[config.mk]
export PLATFORM = sky130hd
export DESIGN_NAME = sst_match
export DESIGN_NICKNAME = d
export VERILOG_FILES = /design/src/hw/rtl/sst_pkg.sv /design/src/hw/rtl/sst_match.sv
export SDC_FILE = /design/constraint.sdc
export NUM_CORES = 1
export LEC_CHECK = 0
export ABC_AREA = 1
export BUFFER_PORTS_ARGS = -buffer_cell sky130_fd_sc_hd__buf_2
export CAP_MARGIN = 20
export CORE_ASPECT_RATIO = 1.5
export CORE_UTILIZATION = 40
export CTS_CLUSTER_SIZE = 8
export DETAILED_ROUTE_END_ITERATION = 12
export PLACE_DENSITY = 0.73
export SLEW_MARGIN = 40
export SYNTH_ARGS = -nofsm -noshare
export SYNTH_HDL_FRONTEND = slang
export SYNTH_SLANG_ARGS = --single-unit
[constraint.sdc]
create_clock -name clk -period 3.6 [get_ports clk]
set_input_delay 0.18 -clock clk [delete_from_list [all_inputs] [get_ports clk]]
set_output_delay 0.18 -clock clk [all_outputs]
set_load 0.02 [all_outputs]
[src/hw/rtl/sst_pkg.sv]
// ----------------------------------------------------------------------------
// Scoped symbol table package
// Shared types, codes and default sizes for the scoped symbol table.
// ----------------------------------------------------------------------------
package sst_pkg;

	// Default sizes for the top-level parameters.
	localparam int LOCAL_LEVELS_DEF = 6;
	localparam int CAPACITY_DEF     = 64;

	// Operation codes.
	localparam logic [1:0] OP_INSERT = 2'd0;
	localparam logic [1:0] OP_LOOKUP = 2'd1;
	localparam logic [1:0] OP_CLEAR  = 2'd2;
	localparam logic [1:0] OP_BAD    = 2'd3;

	// Status codes.
	localparam logic [1:0] STAT_OK   = 2'd0;
	localparam logic [1:0] STAT_MISS = 2'd1;
	localparam logic [1:0] STAT_BAD  = 2'd2;
	localparam logic [1:0] STAT_FULL = 2'd3;

	// Sequencer states.
	typedef enum logic [2:0] {
		ST_INIT,
		ST_IDLE,
		ST_SCAN,
		ST_DRAIN,
		ST_FINISH
	} state_t;

	// One stored table entry, as it sits in the memory.
	typedef struct packed {
		logic        valid;
		logic [2:0]  scope;
		logic [63:0] key;
		logic [31:0] value;
	} entry_t;

	// The request held while the table is scanned.
	typedef struct packed {
		logic [1:0]  op;
		logic [2:0]  scope;
		logic [63:0] key;
	} req_t;

	// Scan results handed from the match unit to the sequencer.
	typedef struct packed {
		logic dup;
		logic free_found;
		logic found;
		logic clr_hit;
	} match_t;

endpackage

[src/hw/rtl/sst_match.sv]
// ----------------------------------------------------------------------------
// Scoped symbol table match unit
// Compares each entry read during a scan with the held request and keeps
// the duplicate flag, the first free slot and the best lookup hit, and flags clear hits.
// ----------------------------------------------------------------------------
module sst_match #(
	parameter int LOCAL_LEVELS = sst_pkg::LOCAL_LEVELS_DEF,
	parameter int CAPACITY     = sst_pkg::CAPACITY_DEF
) (
	input  logic                        clk,
	input  logic                        arst_n,
	input  logic                        start,
	input  logic                        chk,
	input  sst_pkg::req_t               req,
	input  sst_pkg::entry_t             entry,
	input  logic [$clog2(CAPACITY)-1:0] addr,
	output sst_pkg::match_t             flags,
	output logic [$clog2(CAPACITY)-1:0] free_addr,
	output logic [31:0]                 found_value
);

	localparam int         AW          = $clog2(CAPACITY);
	localparam logic [3:0] GLOBAL_CODE = 4'(LOCAL_LEVELS);

	logic          dup_q;
	logic          free_found_q;
	logic          found_q;
	logic [3:0]    rank_q;
	logic [AW-1:0] free_addr_q;
	logic [31:0]   value_q;

	logic       key_hit;
	logic       ent_glob;
	logic       req_glob;
	logic       in_range;
	logic [3:0] rank;
	logic       dup_hit;
	logic       free_hit;
	logic       take;
	logic       clr_hit;

	// Per-entry compare against the held request.
	always_comb begin
		key_hit  = entry.valid && (entry.key == req.key);
		ent_glob = ({1'b0, entry.scope} == GLOBAL_CODE);
		req_glob = ({1'b0, req.scope} == GLOBAL_CODE);
		in_range = ent_glob || (!req_glob && (entry.scope <= req.scope));
		rank     = ent_glob ? 4'd0 : ({1'b0, entry.scope} + 4'd1);
		dup_hit  = chk && (req.op == sst_pkg::OP_INSERT) && key_hit
			&& (entry.scope == req.scope);
		free_hit = chk && (req.op == sst_pkg::OP_INSERT) && !entry.valid && !free_found_q;
		take     = chk && (req.op == sst_pkg::OP_LOOKUP) && key_hit && in_range
			&& (!found_q || (rank > rank_q));
		clr_hit  = chk && (req.op == sst_pkg::OP_CLEAR) && entry.valid
			&& (req_glob || (entry.scope == req.scope));
	end

	// Accumulated flags, cleared at the start of every scan.
	always_ff @(posedge clk or negedge arst_n) begin
		if (!arst_n) begin
			dup_q        <= 1'b0;
			free_found_q <= 1'b0;
			found_q      <= 1'b0;
			rank_q       <= 4'd0;
		end else if (start) begin
			dup_q        <= 1'b0;
			free_found_q <= 1'b0;
			found_q      <= 1'b0;
			rank_q       <= 4'd0;
		end else begin
			if (dup_hit) begin
				dup_q <= 1'b1;
			end
			if (free_hit) begin
				free_found_q <= 1'b1;
			end
			if (take) begin
				found_q <= 1'b1;
				rank_q  <= rank;
			end
		end
	end

	// Payload of the accumulated results.
	always_ff @(posedge clk) begin
		if (free_hit) begin
			free_addr_q <= addr;
		end
		if (take) begin
			value_q <= entry.value;
		end
	end

	assign flags = '{dup: dup_q, free_found: free_found_q, found: found_q,
		clr_hit: clr_hit};
	assign free_addr   = free_addr_q;
	assign found_value = value_q;

endmodule

==> results.json <==
{
  "clk_path_buf_depth": 2,
  "grt_max_degree": 33,
  "ant_nets": 0,
  "nFillCells": 835,
  "critPathTopFamily": "buffers and inverters",
  "die_h_um": 118,
  "avgRoutedWirePerCell_um": 12.7,
  "path_clk_slew_ps": 60,
  "rows": 41,
  "cellLeakagePower_uw": 0.00298,
  "finalWirelength_um": 11400,
  "hold_violations": 0,
  "seqCellArea_um2": 1320,
  "crit_slowest_cell": "dfrtp_1",
  "max_slew.worst_pin.slew_ps": 517,
  "nets": 971,
  "timing.final.crit_period_ps": 2080,
  "ys_seq_area_share_pct": 37.0,
  "synth_area_leader_cell": "edfxtp_1",
  "pwr-share-seq_pct": 42.3,
  "first_pass_iters": 4,
  "h-tree-depth": 2,
  "overflow": 0,
  "yosys-top-cells-count": "207 x nand2_1, 138 x inv_1, 60 x nor2_1",
  "r2r-start": "rank_q[3]",
  "cp.required_ps": 3540,
  "synth-edff-count": 38,
  "pwr-share-comb_pct": 24.6,
  "gp_congestion": 0.958,
  "syn-num-nets": 746,
  "grt_pass1_wl_um": 17600,
  "dp_hpwl_um": 10200,
  "yosysUniqueCellTypes": 25,
  "grtUsageMet3_pct": 2.64,
  "utilization_pct": 57.9,
  "critPathMaxFanout": 32,
  "syn_avg_cell_area_um2": 6.36,
  "max_freq_ghz": 0.482,
  "initial_utilization_pct": 41.8,
  "ys_warn_count": 0,
  "startpoint": "rank_q[3]",
  "top_usage_layer": "met2",
  "port_buffers": 220,
  "synth_ff_type": "edfxtp_1",
  "switching_share_pct": 27.8,
  "start_kind": "flip-flop",
  "worstHoldStart": "start",
  "cap_viol_max_count": 0,
  "worstReg2RegEnd": "found_value[11]",
  "grt_setup_unrepaired": "no",
  "path_buf_inv": 3,
  "setup_viol": 0,
  "internal_power_uw": 970,
  "synthTopCellsByArea": "edfxtp_1 32%, nand2_1 22%, inv_1 15%",
  "multiInputGateArea_um2": 1690,
  "finalCritPeriodShare_pct": 57.7,
  "grt_pass1_vias": 3962,
  "drtIter0Drc": 135,
  "vias": 4087,
  "synth.most_common_cell": "nand2_1",
  "die_x_um": 79.1,
  "powerDensity_nw_per_um2": 272,
  "antennaDiodeCount": 0,
  "hold_depth": 2,
  "crit_type": "flip-flop to flip-flop",
  "cts_resized": 0,
  "synth_top_area_share_pct": 32.0,
  "async_reset_ff_share_pct": 15.6,
  "syn_area_um2": 3560,
  "antenna_found_initial": 0,
  "viasPerCell": 4.58,
  "maxSlewHeadroom_pct": 65.4,
  "hold_path_end": "found_q",
  "area_growth_pct": 38.5,
  "drv_slew": 0,
  "core-area_um2": 8520,
  "switchingPower_uw": 373,
  "vdd_drop_max_mv": 0.321,
  "status": "finished, final reports clean",
  "clock_power_share_pct": 33.1,
  "die_area_um2": 9290,
  "track_usage_pct": 24.8,
  "met1_usage_pct": 24.6,
  "cts_buffers": 5,
  "finalSetupTns_ps": 0,
  "cts_tree": "done",
  "cts_root_buf": "clkbuf_16",
  "ys_ff_latch": 45,
  "slowest_delay_ps": 360,
  "drive_above_1_share_pct": 31.2,
  "use_met2_pct": 47.0,
  "reg2reg_slack_ps": 1520,
  "netlist_instances": 560,
  "fin_skew_ps": 6.90,
  "drcViolationCount": 0,
  "end_kind": "flip-flop",
  "insertion_delay_ps": 290,
  "clock-sinks": 45,
  "ios": 221,
  "crit_path_cell_trace": "inv_1 -> ha_1 -> nand2_1 -> o21ai_0 -> o21ai_0 -> nand2_1 -> inv_1 -> nor2_2 -> buf_4",
  "hold_path.class": "input port to flip-flop",
  "crit_arrival_ps": 2020,
  "reg2regPathDepth": 9
}
==> per-stage QoR <==
| stage | area [um^2] | hold slack, ps | cells | setup slack, ps | total power, uW |
|---|---|---|---|---|---|
| finish | 4930 | 64.3 | 893 | 1520 | 1340 |
| global route | 4930 | 62.5 | 893 | 1380 | 1410 |
| CTS | 4930 | 62.5 | 893 | 1550 | 1360 |
| detailed placement | 4780 | 24.0 | 884 | 1430 | 908 |
| global placement | 4780 | 20.7 | 884 | 1500 | 902 |
| floorplan | 3560 | -116 | 560 | 694 | 741 |
==> flip-flops by register name, summed over array words and instances (netlist names) <==
register,cells
found_q,1
free_found_q,1
rank_q,4
free_addr,6
found_value,32
dup_q,1
==> power by group through the flow <==
stage | clock (uW) | combinational [uW] | sequential, uW
2_1_floorplan | 0 | 161 | 580
3_3_place_gp | 0 | 324 | 578
3_5_place_dp | 0 | 329 | 579
4_1_cts | 456 | 332 | 568
5_1_grt | 471 | 375 | 567
6_report | 445 | 331 | 568
==> kinds of logic (layout without fill, tap and decap cells) <==
family	after synthesis	after routing	share of synthesized area [%]
xor gates and xnor gates	10	10	2.46
and+or+nand+nor	338	338	40.1
adders and majority gates	7	7	2.46
buffers and inverters	144	370	15.6
AOI/OAI and AO/OA	16	16	2.39
DFF	45	45	37.0
==> worst max-delay path by stage <==
| stage | to | cells after the start | slack (ps) |
|---|---|---|---|
| finish | found_value[11] | 9 | 1520 |
| global route | found_value[17] | 9 | 1380 |
| CTS | found_value[24] | 9 | 1550 |
| detailed placement | found_value[24] | 12 | 1430 |
| global placement | found_value[11] | 12 | 1500 |
| floorplan | found_value[0] | 10 | 690 |
==> cell usage in the layout, fill, tap and decap left out <==
cell and count:
nand3_2 1, dfrtp_1 7, nor2_4 1, nor2b_1 1
inv_1 138, edfxtp_1 38, xor2_1 1, nand4_1 27
inv_6 1, dlygate4sd3_1 1, nand3_1 17, xnor2_1 9
buf_2 220, clkinvlp_4 1, clkbuf_16 5, buf_4 1
clkinv_1 1, and3_1 1, nand2_1 207, nor2_2 3
nor3b_1 3, inv_2 1, or2_2 10, nor2_1 59
o21a_1 2, clkinv_2 1, o21ai_0 6, nor3_1 7
nand3b_1 1, ha_1 7, a21oi_1 8
==> worst register-to-register path: stages, from the launching register on <==
cell and delay (ps):
dfrtp_1 360, inv_1 60, ha_1 300, nand2_1 60
o21ai_0 130, o21ai_0 100, nand2_1 180, inv_1 80
nor2_2 100, buf_4 360
==> area by class of cell <==
type / instances / area share [%]
timing repair buffer: 222 / 22.7
sequential: 45 / 26.7
inverter: 140 / 10.7
multi-input combinational: 371 / 34.3
tap: 107 / 2.71
clock inverter: 3 / 0.431
clock buffer: 5 / 2.54
==> repair_timing <==
| action | CTS | global route |
|---|---|---|
| hold endpoints to repair | 7 | 0 |
| buffers inserted | 0 | 0 |
| hold buffers | 1 | 0 |
==> per-layer routing <==
metal / routed length, um / vias to the layer above
li1: - / 2142
met2: 5940 / 190
met3: 691 / 36
met4: 652 / 0
met1: 4070 / 1719
met5: 0 / -
Power figures use the tool's default switching activity.
