### config.mk
export PLATFORM = sky130hd
export DESIGN_NAME = sst_ram
export DESIGN_NICKNAME = d
export VERILOG_FILES = /design/src/hw/rtl/sst_ram.sv
export SDC_FILE = /design/constraint.sdc
export NUM_CORES = 1
export LEC_CHECK = 0
export BUFFER_PORTS_ARGS = -buffer_cell sky130_fd_sc_hd__buf_2
export CAP_MARGIN = 20
export CORE_UTILIZATION = 40
export DETAILED_ROUTE_END_ITERATION = 8
export GPL_ROUTABILITY_DRIVEN = 0
export PLACE_DENSITY = 0.56
export SLEW_MARGIN = 20
export SYNTH_ARGS = -nofsm -noshare
export SYNTH_HDL_FRONTEND = slang
export SYNTH_SLANG_ARGS = --single-unit
export TNS_END_PERCENT = 20
### constraint.sdc
create_clock -name clk -period 4.3 [get_ports clk]
set_input_delay 0.645 -clock clk [delete_from_list [all_inputs] [get_ports clk]]
set_output_delay 0.645 -clock clk [all_outputs]
set_load 0.01 [all_outputs]
### src/hw/rtl/sst_ram.sv
// ----------------------------------------------------------------------------
// Generic simple dual-port RAM
// One write port and one read port; the read data is registered.
// ----------------------------------------------------------------------------
module sst_ram #(
	parameter int WIDTH = 8,
	parameter int DEPTH = 16
) (
	input  logic                     clk,
	input  logic                     wr_en,
	input  logic [$clog2(DEPTH)-1:0] wr_addr,
	input  logic [WIDTH-1:0]         wr_data,
	input  logic                     rd_en,
	input  logic [$clog2(DEPTH)-1:0] rd_addr,
	output logic [WIDTH-1:0]         rd_data
);

	logic [WIDTH-1:0] mem [DEPTH];

	// Write port and registered read port.
	always_ff @(posedge clk) begin
		if (wr_en) begin
			mem[wr_addr] <= wr_data;
		end
		if (rd_en) begin
			rd_data <= mem[rd_addr];
		end
	end

endmodule

==> metrics.md, run 1 <==
| Metric | Value |
|---|---|
| HPWL Detailed | `5870 um` |
| WHS Endpoint | `mem[13][0]$_DFFE_PP_` |
| CP max FO | `32` |
| Post-CTS sizing | `0` |
| Initial core utilization | `0.413` |
| Core box area | `12700 um^2` |
| Register area share after synthesis | `0.781` |
| Area growth, synth to finish | `16.3%` |
| Initial drt markers | `134` |
| H-Tree Depth | `4` |
| Vias in the first global route | `2387` |
| Share of the cycle needed by the critical path after routing | `0.457` |
| Filler instances | `1050` |
| Min Tclk post-route | `1.97 ns` |
| Worst hold stages | `1` |
| # Post-CTS Setup Buffers | `0` |
| Multi-input logic area | `1060 um^2` |
| Slew Limit Headroom | `0.322` |
| Number of I/O pins | `27` |
| Worst R2R Setup Slack | `2.83 ns` |
| Cell Rows | `41` |
| Most frequent cells in the layout | `136 x edfxtp_1, 25 x buf_2, 18 x mux4_2, 17 x clkbuf_16, 16 x a22oi_1` |
| # setup viols final | `0` |
| CTS Buffer Depth | `2` |
| DRC violations left | `0` |
| Die width | `116 um` |
| Clk Latency, worst-skew pair | `0.41 ns` |
| Final Routed Wirelength | `9490 um` |
| R2R cell count | `3` |
| Largest family of logic cells by synthesized area | `multiplexers` |
| Max-slew violations | `0` |
| Crit path DAT | `2.11 ns` |
| CTS sink cnt | `136` |
| Compound-Gate Fraction of Synth Area | `0.0230` |
| Crit Path Category | `input pin to flop` |
| Commonest non-fill, non-tap cell in the layout | `edfxtp_1` |
| GR Util All Layers | `0.157` |
| Post-Synth Adder-Cell Area | `0` |
| Hold WS | `0.621 ns` |
| Crit-path cells | `buf_4, mux4_1, a22oi_1, nand2_1` |
| CTS tree | `built` |
| Max incr delay on CP | `0.65 ns` |
| Max-cap viol count | `0` |
| CTS Buf Count | `17` |
| Worst-path clk slew | `0.05 ns` |
| Average wire per cell in the routed design | `21.0 um` |
| Mapped Cells | `229` |
| Largest net degree at the start of global routing | `33` |
| Initial antenna violation count | `0` |
| Final Skew | `0.00569 ns` |
| DRT Pass-1 Iters | `4` |
| Die area | `13500 um^2` |
| Placement Setup Slack | `1.51 ns` |
| Die span in y | `116 um` |
| Port Buf Inserts | `26` |
| Routed via count | `2340` |
| RSZ-0062 raised after global routing | `false` |
| Synth unique cells | `18` |
| Placed instance area | `5510 um^2` |
| Post-route cell area | `6080 um^2` |
| Critical path startpoint category | `input pin` |
| Multiplexer area fraction after synthesis | `0.148` |
| # hold bufs at CTS | `0` |
| Nets | `286` |
| RR Startpoint | `mem[8][5]$_DFFE_PP_` |
| Total power | `2.99 mW` |
| FF+latch count, synth | `136` |
| Crit end category | `flop` |
| GRT overflow | `0` |
| Core Util, Final | `0.480` |
| Seq. cell area | `4080 um^2` |
| Ant diodes | `0` |
| Worst path slowest cell | `mux4_1` |
| Hold WC Path Type | `input pin to flop` |
| Max Fclk | `509 MHz` |
| Critical Path RT | `4.44 ns` |
| Synth Area in Simple Gates | `0.0314` |
| Buf/Inv on CP | `1` |
| Hold wc startpoint | `wr_data[0]` |
| R2R Path End | `rd_data[5]$_DFFE_PP_` |
| Setup TNS after final layout | `0 ns` |
| Hold Fails Final Rpt | `0` |
| Vias per cell | `5.18` |
| Layout cells sized above 1 | `0.275` |
| Mapped cell area | `5230 um^2` |
| Final worst setup slack | `2.33 ns` |
| Yosys Warn Count | `0` |
| Peak VDD IR | `0.000264 V` |
| Antenna viol nets, final | `0` |
| Net Count, Synth | `248` |
| Status | `complete, no violations` |
| Avg Inst Size Synth | `22.8 um^2` |
| Pwr Density | `491 nW/um^2` |
| Delay-heaviest family, CP | `multiplexers` |
| Non-Filler Instances | `452` |
| Leak pwr | `2.00 nW` |
| Xor/xnor cell area share of the yosys netlist | `0` |
| Cells after DPL | `420` |
| Root buffer cell | `clkbuf_16` |
| First-pass GRT wire length | `14200 um` |
| Worst Tran Pin Value | `1.01 ns` |
how the worst max path moves through the flow:
| stage | startpoint | end | slack, ns | depth (start not counted) |
|---|---|---|---|---|
| CTS | rd_addr[0] | rd_data[3]$_DFFE_PP_ | 1.95 | 4 |
| global placement | rd_addr[0] | rd_data[3]$_DFFE_PP_ | 1.48 | 4 |
| detailed placement | rd_addr[0] | rd_data[3]$_DFFE_PP_ | 1.51 | 4 |
| finish | rd_addr[0] | rd_data[5]$_DFFE_PP_ | 2.33 | 4 |
| floorplan | wr_addr[2] | mem[0][0]$_DFFE_PP_ | 2.16 | 2 |
| global route | rd_addr[0] | rd_data[5]$_DFFE_PP_ | 2.21 | 4 |
cell families after synthesis:
family,Yosys count
flops,136
buf+inv,10
mux,32
compound gates,16
simple gates,35
cells in the mapped netlist:
cell type          n  area share
edfxtp_1         136        0.78
mux4_2            18       0.078
a22oi_1           16       0.023
mux4_1            14       0.070
nor2_1            13      0.0093
nand2_1            9      0.0065
nor3_1             4      0.0038
buf_2              3      0.0029
buf_6              3      0.0065
clkdlybuf4s25_2    3      0.0057
nand2b_1           2      0.0024
nand3b_1           2      0.0029
and2_1             1      0.0012
and2b_1            1      0.0014
buf_4              1      0.0014
nand3_1            1     0.00096
nor2b_1            1      0.0012
or3b_2             1      0.0017
worst reg2reg max path, cell delays in order, from the launching register on:
cell,delay (ns)
edfxtp_1,0.37
mux4_1,0.52
a22oi_1,0.22
nand2_1,0.09
area by class of cell:
| cell class | count | area share |
|---|---|---|
| repair buffers | 29 | 0.0255 |
| clock inverters | 13 | 0.0216 |
| multi-input cells | 83 | 0.175 |
| clock buffers | 19 | 0.0712 |
| flip-flops and latches | 136 | 0.672 |
| well taps | 172 | 0.0354 |
layer usage:
| metal | GRT usage | wire (um) |
|---|---|---|
| met1 | 0.201 | 4260 |
| met2 | 0.255 | 4810 |
| met3 | 0.0451 | 336 |
| met4 | 0.0615 | 87 |
| met5 | 0 | 0 |
report_power, final:
| part | internal [mW] | total [mW] | switching, mW |
|---|---|---|---|
| Clock | 0.847 | 1.36 | 0.511 |
| Sequential | 1.49 | 1.50 | 0.00781 |
| Combinational | 0.0521 | 0.128 | 0.0755 |
| Total | 2.39 | 2.99 | 0.595 |
sequential cells by signal, summed over array words and instances (netlist names):
name     cells
mem        128
rd_data      8
Note: power is estimated with default switching activity, not from simulation.
==> run 2, diff against run 1 <==
clock period = 1.96 ns   (was 4.3 ns; I/O delays follow)
==> run 2 against run 1 <==
  * Die area did not move
  * Routed wire length up 1.0%
  * Sequential power rose by 120%
  * First-iteration DRC count rose by 52%
  * Clock power grew 150%
  * Combinational power rose by 140%
  * Worst hold slack worse by 0.35 ns
  * Flip-flop and latch count unchanged
  * Sequential share of layout area is 2.7 points lower
  * Count of clock-buffer cells in the layout shrank 2
  * Global-route usage rose by 0.46 points
  * Critical path depth is 1 lower
  * Critical path type is now flop to flop
==> metrics.md, run 2 (same netlist as run 1, synthesis figures left out) <==
| Metric | Value |
|---|---|
| Most frequent cells in the layout | `136 x edfxtp_1, 26 x buf_2, 18 x mux4_2, 18 x buf_4, 17 x clkbuf_16` |
| Initial drt markers | `204 (+52%)` |
| Worst Setup SP | `mem[1][5]$_DFFE_PP_` |
| Slew Limit Headroom | `0.726 (+0.404)` |
| Critical path startpoint category | `flop` |
| Worst Tran Pin Value | `0.411 ns (-0.602 ns)` |
| Placement Setup Slack | `0.0994 ns (-1.41 ns)` |
| CTS Buffer Depth | `2 (unchanged)` |
| Die area | `13500 um^2 (unchanged)` |
| Worst-path clk slew | `0.06 ns (about the same)` |
| Commonest non-fill, non-tap cell in the layout | `edfxtp_1` |
| CTS Buf Count | `17 (unchanged)` |
| CTS tree | `built` |
| Cell Rows | `41 (unchanged)` |
| Post-CTS sizing | `0 (unchanged)` |
| Die span in y | `116 um (unchanged)` |
| Worst hold stages | `1 (unchanged)` |
| DRC violations left | `0 (unchanged)` |
| GR Util All Layers | `0.162 (+0.00458)` |
| Multi-input logic area | `1060 um^2 (-0.47%)` |
| DRT Pass-1 Iters | `4 (unchanged)` |
| Layout cells sized above 1 | `0.321 (+0.0461)` |
| Status | `complete, no violations` |
| Filler instances | `1019 (-3.0%)` |
| H-Tree Depth | `4 (unchanged)` |
| Ant diodes | `0 (unchanged)` |
| Worst Setup EP | `rd_data[5]$_DFFE_PP_` |
| Leak pwr | `2.14 nW (+7.5%)` |
| Setup TNS after final layout | `0 ns (unchanged)` |
| Crit path DAT | `1.62 ns (-0.49 ns)` |
| Nets | `305 (+6.6%)` |
| CP max FO | `1 (-97%)` |
| Biggest regs | `mem: 128 flops, rd_data: 8 flops` |
| Final Routed Wirelength | `9590 um (+1.0%)` |
| Share of the cycle needed by the critical path after routing | `0.751` |
| # Post-CTS Setup Buffers | `0 (unchanged)` |
| CTS sink cnt | `136 (unchanged)` |
| # hold bufs at CTS | `0 (unchanged)` |
| Crit end category | `flop` |
| Seq. cell area | `4080 um^2 (unchanged)` |
| Hold Fails Final Rpt | `0 (unchanged)` |
| Max reg flops | `128 (unchanged)` |
| Hold WC Path Type | `input pin to flop` |
| Core Util, Final | `0.500 (+0.0200)` |
| Core box area | `12700 um^2 (unchanged)` |
| GRT overflow | `0 (unchanged)` |
| HPWL Detailed | `6290 um (+7.0%)` |
| Peak VDD IR | `0.000557 V (+110%)` |
| Max-slew violations | `0 (unchanged)` |
| Min Tclk post-route | `1.47 ns` |
| Largest Register | `mem` |
| Critical Path RT | `2.11 ns (-2.33 ns)` |
| Final Skew | `0.00429 ns (-0.00141 ns)` |
| Crit Path Category | `flop to flop` |
| Hold WS | `0.274 ns (-0.347 ns)` |
| Routed via count | `2413 (+3.1%)` |
| Root buffer cell | `clkbuf_16` |
| Die width | `116 um (unchanged)` |
| First-pass GRT wire length | `14700 um (+3.8%)` |
| Final worst setup slack | `0.487 ns (-1.85 ns)` |
| Clk Latency, worst-skew pair | `0.40 ns (about the same)` |
| Largest net degree at the start of global routing | `33 (unchanged)` |
| Area growth, synth to finish | `21.2%` |
| Vias in the first global route | `2504 (+4.9%)` |
| Worst R2R Setup Slack | `0.49 ns (-2.34 ns)` |
| # setup viols final | `0 (unchanged)` |
| RR Startpoint | `mem[1][5]$_DFFE_PP_` |
| R2R Path End | `rd_data[5]$_DFFE_PP_` |
| Vias per cell | `5.12 (-1.0%)` |
| R2R cell count | `3 (unchanged)` |
| Number of I/O pins | `27 (unchanged)` |
| Initial core utilization | `0.413 (unchanged)` |
| Max-cap viol count | `0 (unchanged)` |
| Total power | `6.95 mW (+130%)` |
| Initial antenna violation count | `0 (unchanged)` |
| Pwr Density | `1100 nW/um^2 (+120%)` |
| Antenna viol nets, final | `0 (unchanged)` |
| RSZ-0062 raised after global routing | `false` |
| Port Buf Inserts | `26 (unchanged)` |
| Average wire per cell in the routed design | `20.4 um (-3.0%)` |
| Max Fclk | `679 MHz` |
## run 2: area by class of cell
cell class	instances	share of cell area
multi-input cells	83	0.167
flip-flops and latches	136	0.645
well taps	172	0.0340
clock buffers	17	0.0672
clock inverters	15	0.0328
repair buffers	48	0.0545
## run 2: critical path, cell delays in order (launching register included)
cell and delay [ns]:
edfxtp_1 0.38, mux4_1 0.52, a22oi_1 0.25, nand2_1 0.08
## run 2: where the power goes
group | internal [mW] | switching (mW)
combinational | 0.137 | 0.172
sequential | 3.28 | 0.0170
clock | 2.23 | 1.11
## run 2: per-stage QoR
| stage | instances | area [um^2] |
|---|---|---|
| floorplan | 229 | 5230 |
| CTS | 471 | 6330 |
| global route | 471 | 6330 |
| global placement | 439 | 5700 |
| finish | 471 | 6330 |
| detailed placement | 439 | 5700 |
## run 2: layer usage
| metal | vias up | track usage | routed length, um |
|---|---|---|---|
| met5 | - | 0 | 0 |
| met4 | 0 | 0.0718 | 95 |
| met3 | 6 | 0.0451 | 585 |
| met2 | 87 | 0.252 | 4800 |
| met1 | 1227 | 0.214 | 4110 |
| li1 | 1093 | - | - |
## run 2: worst min-delay path by stage
stage                           from                    to  slack [ns]
after global routing           rd_en  rd_data[7]$_DFFE_PP_        0.27
after detailed placement       rd_en  rd_data[2]$_DFFE_PP_        0.69
after floorplan           wr_data[0]   mem[0][0]$_DFFE_PP_        0.39
final                     wr_data[3]  mem[12][3]$_DFFE_PP_        0.27
after global placement    wr_data[1]   mem[7][1]$_DFFE_PP_        0.69
after CTS                 wr_data[3]  mem[12][3]$_DFFE_PP_        0.27
